$ cat config.mk
export PLATFORM = sky130hd
export DESIGN_NAME = light_gate_speed_trap
export DESIGN_NICKNAME = d
export VERILOG_FILES = /design/src/hw/rtl/lgst_pkg.sv /design/src/hw/rtl/light_gate_speed_trap.sv
export SDC_FILE = /design/constraint.sdc
export NUM_CORES = 1
export LEC_CHECK = 0
export BUFFER_PORTS_ARGS = -buffer_cell sky130_fd_sc_hd__buf_4
export CAP_MARGIN = 20
export CORE_MARGIN = 4
export CORE_UTILIZATION = 30
export DETAILED_ROUTE_END_ITERATION = 16
export PLACE_DENSITY = 0.46
export REMOVE_ABC_BUFFERS = 1
export SLEW_MARGIN = 0
export SYNTH_ARGS = -nofsm -noshare
export SYNTH_HDL_FRONTEND = slang
export SYNTH_SLANG_ARGS = --single-unit
export TNS_END_PERCENT = 100
$ cat constraint.sdc
create_clock -name clk -period 5.8 [get_ports clk]
set_input_delay 1.74 -clock clk [delete_from_list [all_inputs] [get_ports clk]]
set_output_delay 1.74 -clock clk [all_outputs]
set_load 0.01 [all_outputs]
$ cat src/hw/rtl/lgst_pkg.sv
// Shared types and constants for the light gate speed trap.
// No dependencies; imported by light_gate_speed_trap.
package lgst_pkg;

  localparam int COUNT_WIDTH_DEF = 16;

  localparam int CMD_W        = 2;
  localparam int IN_TDATA_W   = 24;
  localparam int OUT_TDATA_W  = 40;
  localparam int CFG_INDEX_W  = 2;
  localparam int CFG_DATA_W   = 16;

  localparam int LIMIT_W      = 7;
  localparam int DNUM_W       = 16;
  localparam int FIELD_W      = 16;
  localparam int DIV_STEPS    = FIELD_W;
  localparam int STEP_W       = $clog2(DIV_STEPS);

  typedef logic [CMD_W-1:0]       cmd_t;
  typedef logic [CFG_INDEX_W-1:0] cfg_index_t;

  localparam cmd_t CMD_TICK   = 2'd0;
  localparam cmd_t CMD_SENSOR = 2'd1;
  localparam cmd_t CMD_REMOTE = 2'd2;

  localparam logic KIND_LOCAL  = 1'b0;
  localparam logic KIND_REMOTE = 1'b1;

  localparam cfg_index_t REG_SPEED_LIMIT = 2'd0;
  localparam cfg_index_t REG_DIST_NUM    = 2'd1;

  localparam logic [LIMIT_W-1:0] SPEED_LIMIT_RST = 7'd50;
  localparam logic [DNUM_W-1:0]  DIST_NUM_RST    = 16'd45720;
  localparam logic [FIELD_W-1:0] FIELD_TOP       = 16'hFFFF;

endpackage

$ cat src/hw/rtl/light_gate_speed_trap.sv
// Two-gate speed trap: tick counting, gate sensing, serial speed divider.
// Depends on lgst_pkg.
// Ticks, start-gate sensor requests and ignored requests are handled in the
// idle state. A remote speed request passes to the pending state before its
// result is registered. An end-gate request is accepted, then runs 16
// iterations of the restoring divide step (one quotient bit each), then moves
// the result to the output register; with a zero count the divider is skipped.
// The block takes no request from acceptance until its result has entered the
// output register, which then holds it until the sink takes it.
module light_gate_speed_trap #(
  parameter int COUNT_WIDTH = lgst_pkg::COUNT_WIDTH_DEF
) (
  input  logic                              clk,
  input  logic                              rst_n,
  input  logic                              in_tvalid,
  output logic                              in_tready,
  // [0] start_blocked, [1] end_blocked, [17:2] remote_speed, [23:18] zero
  input  logic [lgst_pkg::IN_TDATA_W-1:0]   in_tdata,
  // [1:0] cmd
  input  logic [lgst_pkg::CMD_W-1:0]        in_tuser,
  output logic                              out_tvalid,
  input  logic                              out_tready,
  // [15:0] elapsed_ms, [31:16] speed_mm_s, [32] divide_error,
  // [33] over_limit, [39:34] zero
  output logic [lgst_pkg::OUT_TDATA_W-1:0]  out_tdata,
  // [0] result_kind
  output logic                              out_tuser,
  input  logic                              cfg_wen,
  input  logic [lgst_pkg::CFG_INDEX_W-1:0]  cfg_index,
  input  logic [lgst_pkg::CFG_DATA_W-1:0]   cfg_wdata
);
  import lgst_pkg::*;

  localparam logic [1:0] ST_IDLE = 2'd0;
  localparam logic [1:0] ST_DIV  = 2'd1;
  localparam logic [1:0] ST_PEND = 2'd2;

  logic [1:0]             state_r, state_nxt;
  logic                   timing_r, timing_nxt;
  logic [COUNT_WIDTH-1:0] count_r, count_nxt;
  logic [LIMIT_W-1:0]     limit_r;
  logic [DNUM_W-1:0]      dnum_r;
  logic [COUNT_WIDTH-1:0] rem_r, rem_nxt;
  logic [FIELD_W-1:0]     quo_r, quo_nxt;
  logic [STEP_W-1:0]      step_r, step_nxt;
  logic                   pend_kind_r, pend_kind_nxt;
  logic                   pend_over_r, pend_over_nxt;
  logic                   pend_derr_r, pend_derr_nxt;
  logic                   out_valid_r, out_valid_nxt;
  logic [OUT_TDATA_W-1:0] out_data_r, out_data_nxt;
  logic                   out_kind_r, out_kind_nxt;

  logic                   start_b, end_b;
  logic [FIELD_W-1:0]     remote;
  logic [LIMIT_W+3:0]     limit_x10;
  logic [COUNT_WIDTH:0]   trial;
  logic [COUNT_WIDTH:0]   diff;
  logic [31:0]            count_ext;
  logic [FIELD_W-1:0]     shown;
  logic                   out_free;

  assign start_b   = in_tdata[0];
  assign end_b     = in_tdata[1];
  assign remote    = in_tdata[17:2];
  assign limit_x10 = {1'b0, limit_r, 3'b000} + {3'b000, limit_r, 1'b0};

  // restoring divide step
  assign trial = {rem_r, quo_r[FIELD_W-1]};
  assign diff  = trial - {1'b0, count_r};

  assign count_ext = 32'(count_r);
  assign shown     = (count_ext > 32'(FIELD_TOP)) ? FIELD_TOP : count_ext[FIELD_W-1:0];
  assign out_free  = !out_valid_r || out_tready;

  assign in_tready  = (state_r == ST_IDLE);
  assign out_tvalid = out_valid_r;
  assign out_tdata  = out_data_r;
  assign out_tuser  = out_kind_r;

  always_comb begin
    state_nxt     = state_r;
    timing_nxt    = timing_r;
    count_nxt     = count_r;
    rem_nxt       = rem_r;
    quo_nxt       = quo_r;
    step_nxt      = step_r;
    pend_kind_nxt = pend_kind_r;
    pend_over_nxt = pend_over_r;
    pend_derr_nxt = pend_derr_r;
    out_valid_nxt = out_valid_r && !out_tready;
    out_data_nxt  = out_data_r;
    out_kind_nxt  = out_kind_r;
    case (state_r)
      ST_IDLE: begin
        if (in_tvalid) begin
          case (in_tuser)
            CMD_TICK: begin
              if (timing_r && (count_r != '1)) begin
                count_nxt = count_r + COUNT_WIDTH'(1);
              end
            end
            CMD_SENSOR: begin
              if (start_b) begin
                count_nxt  = '0;
                timing_nxt = 1'b1;
              end else if (end_b) begin
                timing_nxt    = 1'b0;
                pend_kind_nxt = KIND_LOCAL;
                pend_over_nxt = 1'b0;
                if (count_r == '0) begin
                  pend_derr_nxt = 1'b1;
                  quo_nxt       = '0;
                  state_nxt     = ST_PEND;
                end else begin
                  pend_derr_nxt = 1'b0;
                  quo_nxt       = dnum_r;
                  rem_nxt       = '0;
                  step_nxt      = '0;
                  state_nxt     = ST_DIV;
                end
              end
            end
            CMD_REMOTE: begin
              pend_kind_nxt = KIND_REMOTE;
              pend_over_nxt = remote > FIELD_W'(limit_x10);
              pend_derr_nxt = 1'b0;
              quo_nxt       = '0;
              state_nxt     = ST_PEND;
            end
            default: ;
          endcase
        end
      end
      ST_DIV: begin
        if (!diff[COUNT_WIDTH]) begin
          rem_nxt = diff[COUNT_WIDTH-1:0];
          quo_nxt = {quo_r[FIELD_W-2:0], 1'b1};
        end else begin
          rem_nxt = trial[COUNT_WIDTH-1:0];
          quo_nxt = {quo_r[FIELD_W-2:0], 1'b0};
        end
        step_nxt = step_r + STEP_W'(1);
        if (step_r == STEP_W'(DIV_STEPS - 1)) begin
          state_nxt = ST_PEND;
        end
      end
      ST_PEND: begin
        if (out_free) begin
          out_valid_nxt = 1'b1;
          out_kind_nxt  = pend_kind_r;
          if (pend_kind_r == KIND_REMOTE) begin
            out_data_nxt = {6'b0, pend_over_r, 1'b0, {FIELD_W{1'b0}}, {FIELD_W{1'b0}}};
          end else begin
            out_data_nxt = {6'b0, 1'b0, pend_derr_r, quo_r, shown};
          end
          state_nxt = ST_IDLE;
        end
      end
      default: state_nxt = ST_IDLE;
    endcase
  end

  always_ff @(posedge clk) begin
    if (!rst_n) begin
      state_r     <= ST_IDLE;
      timing_r    <= 1'b0;
      count_r     <= '0;
      limit_r     <= SPEED_LIMIT_RST;
      dnum_r      <= DIST_NUM_RST;
      out_valid_r <= 1'b0;
    end else begin
      state_r     <= state_nxt;
      timing_r    <= timing_nxt;
      count_r     <= count_nxt;
      out_valid_r <= out_valid_nxt;
      if (cfg_wen && (cfg_index == REG_SPEED_LIMIT)) begin
        limit_r <= cfg_wdata[LIMIT_W-1:0];
      end
      if (cfg_wen && (cfg_index == REG_DIST_NUM)) begin
        dnum_r <= cfg_wdata[DNUM_W-1:0];
      end
    end
  end

  always_ff @(posedge clk) begin
    rem_r       <= rem_nxt;
    quo_r       <= quo_nxt;
    step_r      <= step_nxt;
    pend_kind_r <= pend_kind_nxt;
    pend_over_r <= pend_over_nxt;
    pend_derr_r <= pend_derr_nxt;
    out_data_r  <= out_data_nxt;
    out_kind_r  <= out_kind_nxt;
  end

  a_derr_zero_speed: assert property (@(posedge clk) disable iff (!rst_n)
    out_tvalid && out_tdata[32] |-> out_tdata[31:16] == '0)
    else $error("divide error with nonzero speed");

  a_remote_fields: assert property (@(posedge clk) disable iff (!rst_n)
    out_tvalid && (out_tuser == KIND_REMOTE) |-> out_tdata[32:0] == '0)
    else $error("remote result carries local fields");

  a_start_restart: assert property (@(posedge clk) disable iff (!rst_n)
    in_tvalid && in_tready && (in_tuser == CMD_SENSOR) && in_tdata[0]
    |=> timing_r && (count_r == '0))
    else $error("start gate did not restart timing");

  a_div_ends_pend: assert property (@(posedge clk) disable iff (!rst_n)
    (state_r == ST_DIV) && (step_r == STEP_W'(DIV_STEPS - 1)) |=> state_r == ST_PEND)
    else $error("divider did not hand off result");

endmodule
# [Yosys cells after proc, flatten, opt, wreduce, memory -nomap -nowiden]
# Index checks and enable logic that the tools add are counted.
[word_totals] reg_bits=123 inputBits=49
[op_classes] add_sub_neg=4 magnitude_cmp=2 n_eq_ne=21 muxes=43 n_reduce_logical=22
[ops] operator="16-bit two-way mux" n=13
[ops] operator="16-bit case mux with 2 select lines" n=4
[ops] operator="4-bit two-way mux" n=5
[ops] operator="2-bit inequality test, second input constant" n=9
[ops] operator="17-bit by 16-bit subtractor with 17-bit output" n=1
[ops] operator="16-bit by 1-bit adder with 16-bit output, second input constant" n=1
[ops] operator="16-bit by 11-bit greater-than comparator with 1-bit output" n=1
[ops] operator="16-bit greater-than comparator, second input constant" n=1
[ops] operator="16-bit logical NOT" n=1
[ops] operator="16-bit inequality test, second input constant" n=1
[ops] operator="5-bit AND reduction" n=3
[ops] operator="2-bit two-way mux" n=6
[ops] operator="6-bit AND reduction" n=2
[ops] operator="10-bit by 8-bit adder with 11-bit output" n=1
[ops] operator="1-bit two-way mux" n=9
[ops] operator="4-bit case mux with 2 select lines" n=1
[ops] operator="2-bit nonzero test" n=4
[ops] operator="2-bit by 1-bit equality test with 1-bit output, second input constant" n=3
[ops] operator="2-bit logical NOT" n=3
[ops] operator="3-bit inequality test, second input constant" n=2
[ops] operator="1-bit case mux with 2 select lines" n=3
[ops] operator="2-bit case mux with 3 select lines" n=1
[ops] operator="4-bit by 1-bit adder with 4-bit output, second input constant" n=1
[ops] operator="2-bit equality test, second input constant" n=2
[ops] operator="other kinds (9)" n=14

# [Longest topological paths before layout]
# Gate-level depths: netlist (run 1).
[depth] depth_word=7 mapped_depth=13

# [Worst setup path before layout (run 1)]
# Ideal clock, no wire load.
[synth_path] kind="input port to flip-flop" startpoint="input port in_tuser[0] (netlist bit)" endpoint="register rem_r[0], enable pin" setup_ns=0.404 t_arrival_ns=3.380 required_time_ns=5.396 setup_slack_ns=2.016 cell_stages=6 n_path_buf=1 cell_sequence="nor2b_1 -> clkbuf_1 -> nand2_1 -> nor2_1 -> nand3_1 -> a21oi_1"
[synth_between] elab_chain_cells=3
[synth_lines] element="start: declaration" line="light_gate_speed_trap.sv:20" rtl="input logic [lgst_pkg::CMD_W-1:0] in_tuser,"
[synth_lines] element="2-bit by 1-bit equality test with 1-bit output" line="light_gate_speed_trap.sv:96" rtl="case (in_tuser)"
[synth_lines] element="2-bit by 1-bit inequality test with 1-bit output (no source line)"
[synth_lines] element="6-bit AND reduction (no source line)"
[synth_lines] element="end signal: assignment" line="light_gate_speed_trap.sv:186" rtl="rem_r <= rem_nxt;"
[synth_lines] element="end: declaration" line="light_gate_speed_trap.sv:43" rtl="logic [COUNT_WIDTH-1:0] rem_r, rem_nxt;"
# Every way passes these cells.
# A chain may end at the register's enable or synchronous reset.

# [Final worst setup path (run 1)]
[layout_path] startpoint="input port in_tuser[1] (netlist bit)" endpoint="register count_r[4]"
[layout_between] elab_chain_cells=3
[layout_lines] element="2-bit by 1-bit equality test with 1-bit output or 2-bit logical NOT (tied branches)" line="light_gate_speed_trap.sv:96"
[layout_lines] element="2-bit inequality test (no source line) or 2-bit nonzero test (tied branches)"
[layout_lines] element="5-bit AND reduction (no source line)"
[layout_lines] element="end signal: assignment" line="light_gate_speed_trap.sv:174" rtl="count_r <= count_nxt;"
[layout_lines] element="end: declaration" line="light_gate_speed_trap.sv:40" rtl="logic [COUNT_WIDTH-1:0] count_r, count_nxt;"
# Parallel ways exist; a longest one is shown, timed or not.

==> results of run 1 <==
metal layers:
layer	GRT usage (%)	vias to the layer above	share of wire, %
met2	23.58	86	49
met3	3.223	8	3.4
met4	4.328	0	1.1
li1	-	2467	-
met5	0	-	0
met1	17.53	2409	46
layout by cell type (no fill, tap or decap), types with 3 or more instances in the layout:
cell / count
a211oi_1: 5
a21boi_0: 14
a21o_1: 6
a21oi_1: 42
a22o_1: 15
a31oi_1: 4
and2_1: 4
buf_4: 86
clkbuf_1: 8
clkbuf_16: 17
clkinv_2: 4
conb_1: 6
dfxtp_1: 43
edfxtp_1: 74
ha_1: 34
inv_1: 30
mux2i_1: 7
nand2_1: 61
nand2b_1: 7
nand3_1: 27
nand4_1: 11
nor2_1: 46
nor2b_1: 27
nor3_1: 10
nor4_1: 6
o2111ai_1: 3
o211ai_1: 4
o21a_1: 5
o21ai_0: 37
o221a_2: 3
o311a_1: 3
o31ai_1: 3
or3_1: 5
or4_1: 3
xnor2_1: 9
xor2_1: 5
registers in the layout, summed over array words and instances, names as in the netlist, 2 cells and up:
register   cells
out_tdata     34
count_r       16
dnum_r        16
quo_r         16
rem_r         16
limit_r        7
step_r         4
state_r        2
worst min path at each step:
stage	slack, ns	to	startpoint
2_1_floorplan	0.44	dnum_r[12]	dnum_r[12]
4_1_cts	0.47	dnum_r[1]	dnum_r[1]
3_5_place_dp	0.46	dnum_r[3]	dnum_r[3]
5_1_grt	0.49	dnum_r[8]	dnum_r[8]
3_3_place_gp	0.45	dnum_r[9]	dnum_r[9]
6_report	0.46	dnum_r[15]	dnum_r[15]
synth_stat cells, types with 6 or more instances:
cell type	number	area share [%]
inv_1	30	1.8
clkbuf_1	20	1.2
nand3_1	27	2.1
dfxtp_1	43	14
nor2b_1	27	2.7
a21o_1	6	0.71
nand4_1	11	1.1
o21ai_0	37	2.9
a21oi_1	42	3.3
a22o_1	15	2.1
ha_1	34	6.7
a21boi_0	14	1.7
mux2i_1	7	1.1
nor3_1	10	0.79
xnor2_1	9	1.2
edfxtp_1	74	35
nand2b_1	7	0.69
nor4_1	6	0.59
buf_4	7	0.83
nand2_1	61	3.6
nor2_1	46	2.7
power groups by stage:
stage          combinational [W]  clock (W)  sequential (W)
2_1_floorplan          0.0000549          0        0.000926
3_3_place_gp            0.000111          0        0.000924
3_5_place_dp            0.000114          0        0.000924
4_1_cts                 0.000115   0.000951        0.000907
5_1_grt                 0.000127   0.000991        0.000909
6_report                0.000113   0.000927        0.000907
layout make-up:
type	count	area, um^2	share of cell area, %
Sequential cell	117	3083	40.24
Multi-Input combinational cell	456	2972	38.79
Timing Repair Buffer	86	645.6	8.427
Clock buffer	27	483.0	6.304
Tap cell	270	337.8	4.410
Inverter	30	112.6	1.470
Clock inverter	5	27.53	0.3593
kinds of logic (layout without fill, tap and decap cells):
logic type      Yosys count  count (layout)
compound gates          161             161
xor+xnor                 14              14
fa+ha+maj                36              36
buf+inv                  65             148
flops                   117             117
mux                       8               8
other cells               1               6
simple gates            231             231
through the flow:
step,instance area (um^2),hold slack [ns],utilization [%],total power [W]
after floorplan,6166,0.4394,-,0.0009804
after global placement,7151,0.4538,34.89,0.001036
after detailed placement,7151,0.4559,34.89,0.001039
after CTS,7661,0.4680,37.38,0.001974
after global routing,7661,0.4903,37.38,0.002027
final,7661,0.4641,37.38,0.001947
critical path, stage by stage:
cell	delay (ns)
buf_4	0.12
nor2b_1	0.46
nand4_1	0.46
and2_1	0.48
or3_1	0.40
a21oi_1	0.13
==> metrics.csv, run 1 <==
stage,metric,value,unit
sta,rsz0062_at_grt,no,
critical_path,path_max_fanout,13,
placement,gp_congestion,0.8469,
clock_tree,cts_buffers,17,
global_routing,grt_overflow,0,
yosys,synth_cells,633,
clock_tree,insertion_delay,0.41,ns
floorplan,die_w,153.3,um
critical_path,r2r-start,count_r[10],
cells_and_area,drive_gt1_share,18.03,%
global_routing,grt_pass1_vias,5119,
yosys,ys_seq_area_share,48.68,%
sta,setup-tns-final,0,ns
cells_and_area,diodes,0,
clock_tree,clock_tree.root_cell,clkbuf_16,
placement,port_buffers,79,
global_routing,grt_max_degree,40,
detailed_routing,routed_wl,16290,um
clock_tree,cts_resized,0,
yosys,synth_seq_cells,117,
yosys,synth_top_family_by_area,simple AND/OR/NAND/NOR gates,
power,vdd_drop_max,0.2131,mV
sta,hold_viol_final,0,
cells_and_area,finalNonFillerCells,991,
floorplan,die_h,153.3,um
yosys,synth_simple_gate_area_share,18.75,%
cells_and_area,area_growth,20.96,%
sta,fin_ws,2.347,ns
clock_tree,cts_setup_buffers,0,
yosys,synth_edf_count,74,
clock_tree,cts_sinks,117,
global_routing,grt_util_all_layers,13.88,%
power,clkPwrFrac,47.6,%
yosys,synth_compound_area_share,17.23,%
critical_path,required,6.14,ns
detailed_routing,drc,0,
detailed_routing,drt-initial-drc-count,250,
placement,place_ws,1.908,ns
placement,place_hpwl,11500,um
yosys,netlist_area,6334,um^2
yosys,synth_xor_area_share,1.936,%
critical_path,cp-endpoint,count_r[4],
critical_path,r2r-end,rem_r[5],
clock_tree,ctsHoldBuffers,0,
run_status,outcome,finished clean,
clock_tree,clock_path_buffers,2,
yosys,syn_area_per_cell,10.01,um^2
sta,fmaxAchievable,289.6,MHz
critical_path,crit_type,in -> reg,
yosys,async_flop_share,0,%
power,swShare,22.11,%
floorplan,core,20490,um^2
placement,dpl.cell_count,959,
critical_path,worst_setup_path_start_kind,primary input,
detailed_routing,antenna_left,0,
detailed_routing,drtPass1Iterations,4,
run,maxCapViolCount,0,
cells_and_area,fillCellCount,2079,
floorplan,pin_count,92,
detailed_routing,num_vias,4970,
global_routing,grt_pass1_wl,26190,um
clock_tree,htreeDepth,4,
power,pwr-share-seq,46.6,%
yosys,synthAdderAreaFrac,7.349,%
power,power.leakage,2.781,nW
power,power.switching,0.0004305,W
sta,final_max_slew_viol_count,0,
power,power_density,254.2,nW/um^2
min_path,worstHoldPathCells,2,
power,combPwrFrac,5.8,%
critical_path,reg2reg_depth,9,
sta,fin_crit,3.453,ns
sta,tightest_slew,0.9091,ns
detailed_routing,viasPerCell,5.015,
global_routing,antenna_found_initial,0,
floorplan,rows,52,
floorplan,initial_core_util,30.90,%
sta,slew_headroom,39.39,%
critical_path,r2r_setup_slack,2.71,ns
min_path,hold_class,reg -> reg,
floorplan,dieArea,23500,um^2
power,p_int,0.001517,W
yosys,yosys-mux-area-fraction,1.284,%
yosys,yosys_warnings,0,
detailed_routing,wl_per_cell,16.44,um
critical_path,end_kind,flop,
critical_path,critical_path_arrival,3.79,ns
clock_tree,cts_tree,done,
cells_and_area,layout.nets,793,
critical_path,crit_start,in_tuser[1],
sta,setup_viol,0,
sta,fin_skew,0.005822,ns
clock_tree,clkTransAtPathRegs,0.05,ns
yosys,yosys.cell_types.count,75,
yosys,synthFlopType,edfxtp_1,
sta,fin_crit_sh,59.54,%
Note: power is estimated with default switching activity, not from simulation.
==> run 2: changes to the inputs <==
==> constraint.sdc (replaced) <==
create_clock -name clk -period 3.3 [get_ports clk]
set_input_delay 0.99 -clock clk [delete_from_list [all_inputs] [get_ports clk]]
set_output_delay 0.99 -clock clk [all_outputs]
set_load 0.01 [all_outputs]
==> metrics.csv, run 2 (synthesis gave the netlist of run 1 again) <==
stage,metric,value,unit,change
critical_path,cpMaxStageDelayCell,fa_1,,
power,vdd_drop_max,0.3101,mV,+45%
floorplan,die_w,153.3,um,unchanged
sta,fmaxAchievable,330.4,MHz,
sta,tightest_slew,0.8946,ns,-0.01452 ns
global_routing,antenna_found_initial,0,,unchanged
clock_tree,ctsHoldBuffers,0,,unchanged
global_routing,grt_overflow,0,,unchanged
critical_path,cp_cell_sequence,ha_1 > fa_1 > a21o_1 > a21oi_1 > nor2b_1 > o21ai_0 > xor2_1 > ha_1 > a21o_1 > a21oi_1 > o2111ai_1 > nand2_1 > a31oi_1,,
sta,rsz0062_at_grt,no,,
placement,gp_congestion,0.8348,,-1.4%
critical_path,cpPeakStageDelay,0.41,ns,-0.07 ns
global_routing,grt_util_all_layers,14.31,%,+0.42 points
cells_and_area,fillCellCount,2085,,+0.29%
critical_path,cp.depth,13,,+7
critical_path,worst_setup_path_start_kind,flop,,
critical_path,critical_path_arrival,3.18,ns,-0.61 ns
critical_path,reg2reg_depth,13,,+4
placement,place_hpwl,11700,um,+1.8%
floorplan,dieArea,23500,um^2,unchanged
floorplan,core,20490,um^2,unchanged
sta,final_max_slew_viol_count,0,,unchanged
critical_path,r2r-start,limit_r[0],,
run,maxCapViolCount,0,,unchanged
cells_and_area,diodes,0,,unchanged
clock_tree,insertion_delay,0.41,ns,about the same
critical_path,r2r-end,pend_over_r,,
critical_path,required,3.45,ns,-2.69 ns
floorplan,pin_count,92,,unchanged
detailed_routing,routed_wl,16410,um,+0.76%
power,power_density,470.9,nW/um^2,+85%
floorplan,initial_core_util,30.90,%,unchanged
critical_path,cp_top_family,compound AO/OA/AOI/OAI gates,,
critical_path,end_kind,flop,,
detailed_routing,num_vias,5037,,+1.3%
sta,slew_headroom,40.14,%,+0.75 points
cells_and_area,largest_reg_flops,34,,unchanged
critical_path,r2r_setup_slack,0.27,ns,-2.44 ns
clock_tree,clock_path_buffers,2,,unchanged
clock_tree,clkTransAtPathRegs,0.05,ns,about the same
floorplan,rows,52,,unchanged
critical_path,crit_buf_inv,0,,-1
detailed_routing,drtPass1Iterations,5,,+1
cells_and_area,area_growth,23.21,%,
critical_path,path_max_fanout,3,,-10
sta,fin_crit,3.027,ns,
detailed_routing,drc,0,,unchanged
detailed_routing,antenna_left,0,,unchanged
sta,hold_viol_final,0,,unchanged
clock_tree,htreeDepth,4,,unchanged
sta,setup_viol,0,,unchanged
placement,port_buffers,79,,unchanged
sta,fin_skew,0.005601,ns,-0.0002211 ns
critical_path,crit_start,limit_r[0],,
sta,fin_crit_sh,91.73,%,
clock_tree,cts_resized,0,,unchanged
critical_path,cp-endpoint,pend_over_r,,
run_status,outcome,finished clean,,
clock_tree,clock_tree.root_cell,clkbuf_16,,
detailed_routing,viasPerCell,5.042,,+0.54%
floorplan,die_h,153.3,um,unchanged
global_routing,grt_max_degree,40,,unchanged
critical_path,crit_type,reg -> reg,,
global_routing,grt_pass1_vias,5259,,+2.7%
clock_tree,cts_buffers,17,,unchanged
clock_tree,cts_tree,done,,
sta,setup-tns-final,0,ns,unchanged
detailed_routing,wl_per_cell,16.43,um,about the same
power,power.leakage,2.849,nW,+2.5%
cells_and_area,final_cell_mix,"94 x buf_4, 74 x edfxtp_1, 61 x nand2_1",,
min_path,hold_class,reg -> reg,,
cells_and_area,final_common_cell,buf_4,,
global_routing,grt_pass1_wl,27020,um,+3.2%
clock_tree,cts_setup_buffers,0,,unchanged
cells_and_area,drive_gt1_share,19.07,%,+1.0 points
detailed_routing,drt-initial-drc-count,260,,+4.0%
clock_tree,cts_sinks,117,,unchanged
sta,hold_ws,0.4644,ns,+0.0003020 ns
cells_and_area,layout.nets,801,,+1.0%
run 2: final cells by class:
| type | instances | area (um^2) | share of cell area [%] |
|---|---|---|---|
| multi-input cells | 456 | 2972 | 38.08 |
| clock buffers | 22 | 464.2 | 5.948 |
| flip-flops and latches | 117 | 3083 | 39.51 |
| repair buffers | 94 | 705.7 | 9.043 |
| well taps | 270 | 337.8 | 4.329 |
| inverters | 30 | 112.6 | 1.443 |
| clock inverters | 10 | 128.9 | 1.651 |
run 2: power breakdown:
| part | internal [W] | total [W] | switching, W |
|---|---|---|---|
| Sequential | 0.00158 | 0.00159 | 0.0000168 |
| Combinational | 0.0000953 | 0.000199 | 0.000103 |
| Clock | 0.00122 | 0.00188 | 0.000665 |
| Total | 0.00289 | 0.00368 | 0.000785 |
run 2: through the flow:
step	total power (W)	cell area (um^2)	std cells	worst slack (ns)	utilization, %
detailed placement	0.001826	7211	967	0.2613	35.18
floorplan	0.001723	6166	603	0.2403	-
finish	0.003675	7804	999	0.2730	38.08
global route	0.003819	7804	999	0.003119	38.08
CTS	0.003718	7804	999	0.2522	38.08
global placement	0.001823	7211	967	0.3107	35.18
run 2: routing by layer:
layer / vias up / GRT usage, % / part of all wire [%]
li1: 2485 / - / -
met4: 0 / 5.388 / 2.4
met5: - / 0 / 0
met1: 2406 / 18.18 / 46
met2: 123 / 23.81 / 48
met3: 23 / 3.195 / 4.0
run 2: worst min path at each step:
stage | startpoint | endpoint | cells past startpoint
global route | dnum_r[8] | dnum_r[8] | 2
floorplan | dnum_r[12] | dnum_r[12] | 2
detailed placement | dnum_r[1] | dnum_r[1] | 2
finish | dnum_r[0] | dnum_r[0] | 2
global placement | dnum_r[2] | dnum_r[2] | 2
CTS | dnum_r[1] | dnum_r[1] | 2
run 2: worst reg2reg max path, stage by stage (launching register included):
cell and delay [ns]:
dfxtp_1 0.33, ha_1 0.23, fa_1 0.41, a21o_1 0.18, a21oi_1 0.21, nor2b_1 0.07, o21ai_0 0.19, xor2_1 0.17
ha_1 0.26, a21o_1 0.16, a21oi_1 0.22, o2111ai_1 0.14, nand2_1 0.12, a31oi_1 0.09
==> run 3: changes to the inputs <==
--- a/config.mk
+++ b/config.mk
@@ -7,10 +7,13 @@
 export LEC_CHECK = 0
 export BUFFER_PORTS_ARGS = -buffer_cell sky130_fd_sc_hd__buf_4
 export CAP_MARGIN = 20
-export CORE_MARGIN = 4
+export CELL_PAD_IN_SITES_DETAIL_PLACEMENT = 1
+export CELL_PAD_IN_SITES_GLOBAL_PLACEMENT = 2
+export CORE_MARGIN = 3
 export CORE_UTILIZATION = 30
+export CTS_CLUSTER_DIAMETER = 80
 export DETAILED_ROUTE_END_ITERATION = 16
-export PLACE_DENSITY = 0.46
+export PLACE_DENSITY = 0.67
 export REMOVE_ABC_BUFFERS = 1
 export SLEW_MARGIN = 0
 export SYNTH_ARGS = -nofsm -noshare
==> metrics.csv, run 3 (synthesis gave the netlist of run 1 again) <==
stage,metric,value,unit,change
cells_and_area,drive_gt1_share,19.18,%,+0.11 points
clock_tree,insertion_delay,0.42,ns,about the same
placement,place_area,7231,um^2,+0.28%
critical_path,path_max_fanout,3,,unchanged
power,power.leakage,2.836,nW,-0.48%
cells_and_area,final_cell_mix,"94 x buf_4, 74 x edfxtp_1, 61 x nand2_1",,
detailed_routing,antenna_left,0,,unchanged
cells_and_area,final_common_cell,buf_4,,
critical_path,cp-endpoint,pend_over_r,,
sta,fin_skew,0.007919,ns,+0.002318 ns
critical_path,worst_setup_path_start_kind,flop,,
floorplan,dieArea,22890,um^2,-2.6%
critical_path,r2r-end,pend_over_r,,
power,power_density,457.3,nW/um^2,-2.9%
clock_tree,cts_sinks,117,,unchanged
power,vdd_drop_max,0.3046,mV,-1.8%
critical_path,crit_type,reg -> reg,,
placement,dpl.cell_count,968,,+0.10%
sta,hold_viol_final,0,,unchanged
clock_tree,clock_path_buffers,2,,unchanged
critical_path,required,3.46,ns,about the same
clock_tree,ctsHoldBuffers,0,,unchanged
placement,gp_congestion,0.8139,,-2.5%
global_routing,grt_max_degree,40,,unchanged
critical_path,end_kind,flop,,
critical_path,crit_start,limit_r[0],,
floorplan,die_w,151.3,um,-1.3%
floorplan,core,20490,um^2,unchanged
clock_tree,cts_setup_buffers,0,,unchanged
sta,slew_headroom,51.25,%,+11 points
detailed_routing,num_vias,5132,,+1.9%
clock_tree,clkTransAtPathRegs,0.06,ns,about the same
floorplan,die_h,151.3,um,-1.3%
sta,fin_crit,3.029,ns,+0.002452 ns
run_status,outcome,finished clean,,
cells_and_area,diodes,0,,unchanged
sta,fin_crit_sh,91.80,%,about the same
floorplan,initial_core_util,30.90,%,unchanged
cells_and_area,fin_area,7780,um^2,-0.30%
sta,hold_ws,0.4647,ns,+0.0003330 ns
min_path,hold_class,reg -> reg,,
sta,tightest_slew,0.7313,ns,-0.1633 ns
sta,fmaxAchievable,330.1,MHz,about the same
clock_tree,cts_resized,0,,unchanged
sta,final_max_slew_viol_count,0,,unchanged
global_routing,grt_pass1_wl,29390,um,+8.8%
clock_tree,htreeDepth,4,,unchanged
cells_and_area,layout.nets,802,,+0.12%
global_routing,grt_overflow,0,,unchanged
cells_and_area,fillCellCount,2335,,+12%
detailed_routing,drc,0,,unchanged
floorplan,rows,52,,unchanged
global_routing,grt_util_all_layers,16.60,%,+2.3 points
detailed_routing,drtPass1Iterations,4,,-1
floorplan,pin_count,92,,unchanged
clock_tree,clock_tree.root_cell,clkbuf_16,,
global_routing,antenna_found_initial,0,,unchanged
cells_and_area,area_growth,22.84,%,
detailed_routing,viasPerCell,5.132,,+1.8%
critical_path,critical_path_arrival,3.19,ns,about the same
clock_tree,cts_tree,done,,
sta,setup-tns-final,0,ns,unchanged
cells_and_area,utilization,37.96,%,-0.12 points
sta,setup_viol,0,,unchanged
critical_path,reg2reg_depth,13,,unchanged
detailed_routing,routed_wl,18120,um,+10%
detailed_routing,wl_per_cell,18.12,um,+10%
clock_tree,cts_buffers,17,,unchanged
cells_and_area,finalNonFillerCells,1000,,+0.10%
cells_and_area,largest_reg_flops,34,,unchanged
placement,port_buffers,79,,unchanged
global_routing,grt_pass1_vias,5553,,+5.6%
detailed_routing,drt-initial-drc-count,235,,-9.6%
placement,place_hpwl,12920,um,+10%
sta,rsz0062_at_grt,no,,
critical_path,r2r_setup_slack,0.27,ns,about the same
run,maxCapViolCount,0,,unchanged
critical_path,r2r-start,limit_r[0],,
-- run 3: cell count changes in the layout (fill, tap and decap cells not counted), sizes merged --
| cell | previous run | this run |
|---|---|---|
| clkinv | 5 | 7 |
| bufinv | 3 | 2 |
| buf | 94 | 95 |
| clkbuf | 22 | 20 |
| clkinvlp | 2 | 3 |
-- run 3: where the power goes --
group	internal (W)	switching, W
Clock	0.00109	0.000662
Combinational	0.0000977	0.000111
Sequential	0.00158	0.0000159
Total	0.00277	0.000789
-- run 3: how the worst min path moves through the flow --
stage,start,endpoint,cells after the start
final,dnum_r[6],dnum_r[6],2
after global routing,dnum_r[12],dnum_r[12],2
after CTS,dnum_r[6],dnum_r[6],2
after detailed placement,dnum_r[7],dnum_r[7],2
after global placement,dnum_r[1],dnum_r[1],2
after floorplan,dnum_r[12],dnum_r[12],2
-- run 3: layout make-up --
cell class / instances / area [um^2] / area share (%)
tap: 270 / 337.8 / 4.342
clock buffer: 20 / 436.7 / 5.613
timing repair buffer: 95 / 725.7 / 9.328
multi-input combinational: 456 / 2972 / 38.20
clock inverter: 12 / 112.6 / 1.447
sequential: 117 / 3083 / 39.63
inverter: 30 / 112.6 / 1.447
-- run 3: routing by layer --
metal | GRT usage (%) | vias up | routed length, um
met4 | 5.530 | 0 | 251
met1 | 20.24 | 2523 | 8069
met2 | 28.85 | 104 | 8985
met5 | 0 | - | 0
li1 | - | 2484 | -
met3 | 3.800 | 21 | 808
-- run 3: critical path, stage by stage, from the launching register on --
cell       delay (ns)
dfxtp_1          0.34
ha_1             0.23
fa_1             0.41
a21o_1           0.18
a21oi_1          0.22
nor2b_1          0.08
o21ai_1          0.16
xor2_1           0.17
ha_1             0.26
a21o_1           0.16
a21oi_1          0.24
o2111ai_1        0.15
nand2_1          0.11
a31oi_1          0.08
-- run 3: through the flow --
stage               power, W  worst slack (ns)
floorplan           0.001723            0.2403
global placement    0.001827            0.2808
detailed placement  0.001835            0.2149
CTS                 0.003610            0.1847
global route        0.003706           0.05284
finish              0.003558            0.2705
